===== config.mk =====
export PLATFORM = sky130hd
export DESIGN_NAME = mbrtu_ram
export DESIGN_NICKNAME = d
export VERILOG_FILES = /design/src/rtl/core/mbrtu_ram.sv
export SDC_FILE = /design/constraint.sdc
export NUM_CORES = 2
export LEC_CHECK = 0
export ABC_AREA = 1
export ABC_CLOCK_PERIOD_IN_PS = 1840
export BUFFER_PORTS_ARGS = -buffer_cell sky130_fd_sc_hd__buf_2
export CAP_MARGIN = 10
export CORE_UTILIZATION = 40
export CTS_CLUSTER_DIAMETER = 80
export DETAILED_ROUTE_END_ITERATION = 6
export PLACE_DENSITY = 0.57
export REMOVE_ABC_BUFFERS = 1
export SYNTH_ARGS = -nofsm -noshare
export SYNTH_HDL_FRONTEND = slang
export SYNTH_SLANG_ARGS = --single-unit

===== constraint.sdc =====
create_clock -name clock -period 1.84 [get_ports clock]
set_input_delay 0.368 -clock clock [delete_from_list [all_inputs] [get_ports clock]]
set_output_delay 0.368 -clock clock [all_outputs]
set_load 0.005 [all_outputs]

===== src/rtl/core/mbrtu_ram.sv =====
// generic single port write, single port registered read ram
module mbrtu_ram #(
   parameter int WIDTH = 8,
   parameter int DEPTH = 512
) (
   input  logic                     clock,
   input  logic                     wr_en,
   input  logic [$clog2(DEPTH)-1:0] wr_addr,
   input  logic [WIDTH-1:0]         wr_data,
   input  logic [$clog2(DEPTH)-1:0] rd_addr,
   output logic [WIDTH-1:0]         rd_data
);
   logic [WIDTH-1:0] mem [DEPTH];

   // write port and registered read
   always_ff @(posedge clock) begin
      if (wr_en) begin
         mem[wr_addr] <= wr_data;
      end
      rd_data <= mem[rd_addr];
   end
endmodule


==> out/qor.yml <==
grt:
  grtUsageMet1: 0.336
  grt_first_pass_wirelength_um: 743000
  grt.overflow.total: 0
  use_met3: 0.0271
  grt_pass1_vias: 108667
  grt_usage: 0.238
  grt_start_max_net_pins: 85
  grt.met2_usage: 0.381
  antenna_found_initial: 22
  grt-busiest-layer: "met2"
power:
  clockPowerShare: 0.416
  ir_worst_vdd_mv: 0.795
  p_sw_frac: 0.230
  power.total_mw: 201
  seq_power_share: 0.512
  leakage_nw: 72.3
  p_sw_mw: 46.3
  power_frac_comb: 0.072
  p_per_area_nw_per_um2: 1000
  p_int_mw: 155
run_status:
  outcome: "finished, violations left"
  violations: "negative setup slack"
synthesis:
  synthTopCellsByArea: "edfxtp_1 74%, nand3_1 12%, nand2_1 9.4%, buf_2 1.6%, nor2_1 1.2%"
  synth-seq-cells: 4104
  ys_seq_area_frac: 0.739
  synth_area_um2: 167000
  syn_avg_cell_area_um2: 12.0
  yosysUniqueCellTypes: 16
  yosysWarningCount: 0
  synth_top_area_frac: 0.738
  syn_inst: 13891
  yosysTopAreaCell: "edfxtp_1"
worst_setup_path:
  crit_fanout: 1
  reg2reg_slack_ns: -0.06
  cp-end-kind: "output port"
  r2r-start: "mem[55][3]"
  criticalPathCategory: "flip-flop to output port"
  cp.arrival_ns: 1.59
  critPathRequiredTime_ns: 1.47
  path_cells: "buf_6"
  startpoint: "rd_data[4]"
  path_depth: 1
  regToRegEndpoint: "rd_data[3]"
  cp_slowest_cell: "dfxtp_4"
  cpLargestDelayFamily: "flip-flops"
  start_kind: "flip-flop"
  ff2ff_path_depth: 11
  cp_num_buf_inv: 1
  crit_end: "rd_data[4]"
  critical-path-max-stage-delay_ns: 0.47
placed_design:
  io_buffers: 35
  place_inst: 20091
  finalWeightedCongestion: 0.895
  place_ws_ns: -1.40
  placedInstanceArea_um2: 186000
  dpl.hpwl_um: 329000
job:
  cap_violations: 0
sta:
  fin_crit_ns: 1.96
  setup_viol: 10
  min_period_over_period: 1.06
  skew_ns: 0.0468
  grt_setup_unrepaired: "yes"
  fmax_ghz: 0.511
  slew_headroom: 0.398
  post-route-worst-setup-slack_ns: -0.117
  fin_hold_ws_ns: 0.204
  slew_violations: 0
  hold_viol: 0
  tightest_slew_ns: 0.902
cells_and_area:
  area_delta_synth_final_pct: 20.3
  drive_above_1_share: 0.162
  design_area_um2: 201000
  stdcell_count: 20892
  final_nets: 15083
route:
  wl_per_cell_um: 24.4
  drtIter0Drc: 12961
  route.detailed.drc: 0
  first_pass_iters: 6
  antenna_left: 0
  routed_via_density: 5.44
  vias: 113677
  drt-total-wl_um: 509000
min_path:
  hp-class: "input pin to flip-flop"
cts:
  post-cts-setup-buffers: 0
  cts_buffers: 427
  clock_sinks: 4104
  clk_latency_ns: 1.01
  clockBufferDepth: 4
  clk_pin_slew_worst_paths_ns: 0.06
  htree_levels: 5
  cts-root-buf: "clkbuf_16"
  cts_tree: "built"
floorplan:
  rows: 236
  initial_core_util: 0.403
  die_width_um: 648
  core-area_um2: 414000
  die_height_um: 648
  ioPinCount: 36
  die_area_um2: 419000
-- worst min-delay path by stage --
stage / start / to / slack (ns) / cells past startpoint
2_1_floorplan: wr_data[0] / mem[0][0] / 0.47 / 0
3_3_place_gp: wr_data[1] / mem[215][1] / 0.72 / 1
3_5_place_dp: wr_data[1] / mem[212][1] / 0.71 / 1
4_1_cts: rd_addr[7] / rd_data[2] / 0.13 / 5
5_1_grt: rd_addr[7] / rd_data[2] / 0.17 / 5
6_report: rd_addr[7] / rd_data[2] / 0.20 / 5
-- per-stage QoR --
step                      TNS [ns]   util
final                       -0.905  0.485
after global routing         -1.06  0.484
after CTS                    -1.50  0.483
after detailed placement   -621.08  0.449
after global placement     -599.16  0.449
after floorplan            -946.23      -
-- power groups by stage --
stage / Sequential [mW] / Combinational, mW / Clock [mW]
final: 103 / 14.4 / 83.7
after CTS: 103 / 14.2 / 84.7
after floorplan: 105 / 6.01 / 0
after detailed placement: 105 / 13.9 / 0
after global placement: 105 / 13.9 / 0
after global routing: 103 / 15.3 / 88.2
-- final cells by class --
| cell class | instances | area [um2] |
|---|---|---|
| Inverter | 39 | 203 |
| Clock buffer | 534 | 11300 |
| Antenna cell | 9 | 22.5 |
| Clock inverter | 249 | 2110 |
| Fill cell | 36291 | 213000 |
| Tap cell | 5474 | 6850 |
| Sequential cell | 4104 | 123000 |
| Multi-Input combinational cell | 8765 | 39300 |
| Timing Repair Buffer | 1718 | 17600 |
-- synth_stat cells (all sizes together) --
library cell,instances
nor2,514
edfxtp,4096
nor3,11
nand3,4080
nand2,4160
buf,799
inv,39
clkbuf,184
dfxtp,8
-- flip-flops by register name, indices dropped and copies added (netlist names) --
name and flops:
rd_data 8, mem 4096
-- routing by layer --
layer / routed length (um) / up-vias
met3: 37000 / 814
met1: 214000 / 56317
met5: 0 / -
li1: - / 51930
met2: 238000 / 4616
met4: 19800 / 0
-- logic make-up (layout without fill, tap and decap cells) --
kind of cell  Yosys count  after routing  synth area share
other cells             0              9                 0
flops                4104           4104             0.739
simple gates         8765           8765             0.228
buf+inv              1022           2540            0.0333
-- cells in the final DEF (no fill, tap or decap), types with 11 or more instances in the layout --
master,instances
buf_12,358
buf_2,13
buf_4,1303
buf_6,18
buf_8,12
bufinv_16,30
clkbuf_1,96
clkbuf_16,433
clkinv_1,106
clkinv_2,86
edfxtp_1,4096
inv_1,32
nand2_1,4144
nand2_4,15
nand3_1,3902
nand3_2,137
nand3_4,41
nor2_1,512
nor3_1,11
-- timing repair --
item	CTS	global route
setup endpoints to repair	16	16
gates cloned	0	1
hold buffers	9	0
pin swaps	11	23
hold endpoints to repair	740	0
gates resized for setup	140	119
(Power assumes the default switching activity.)
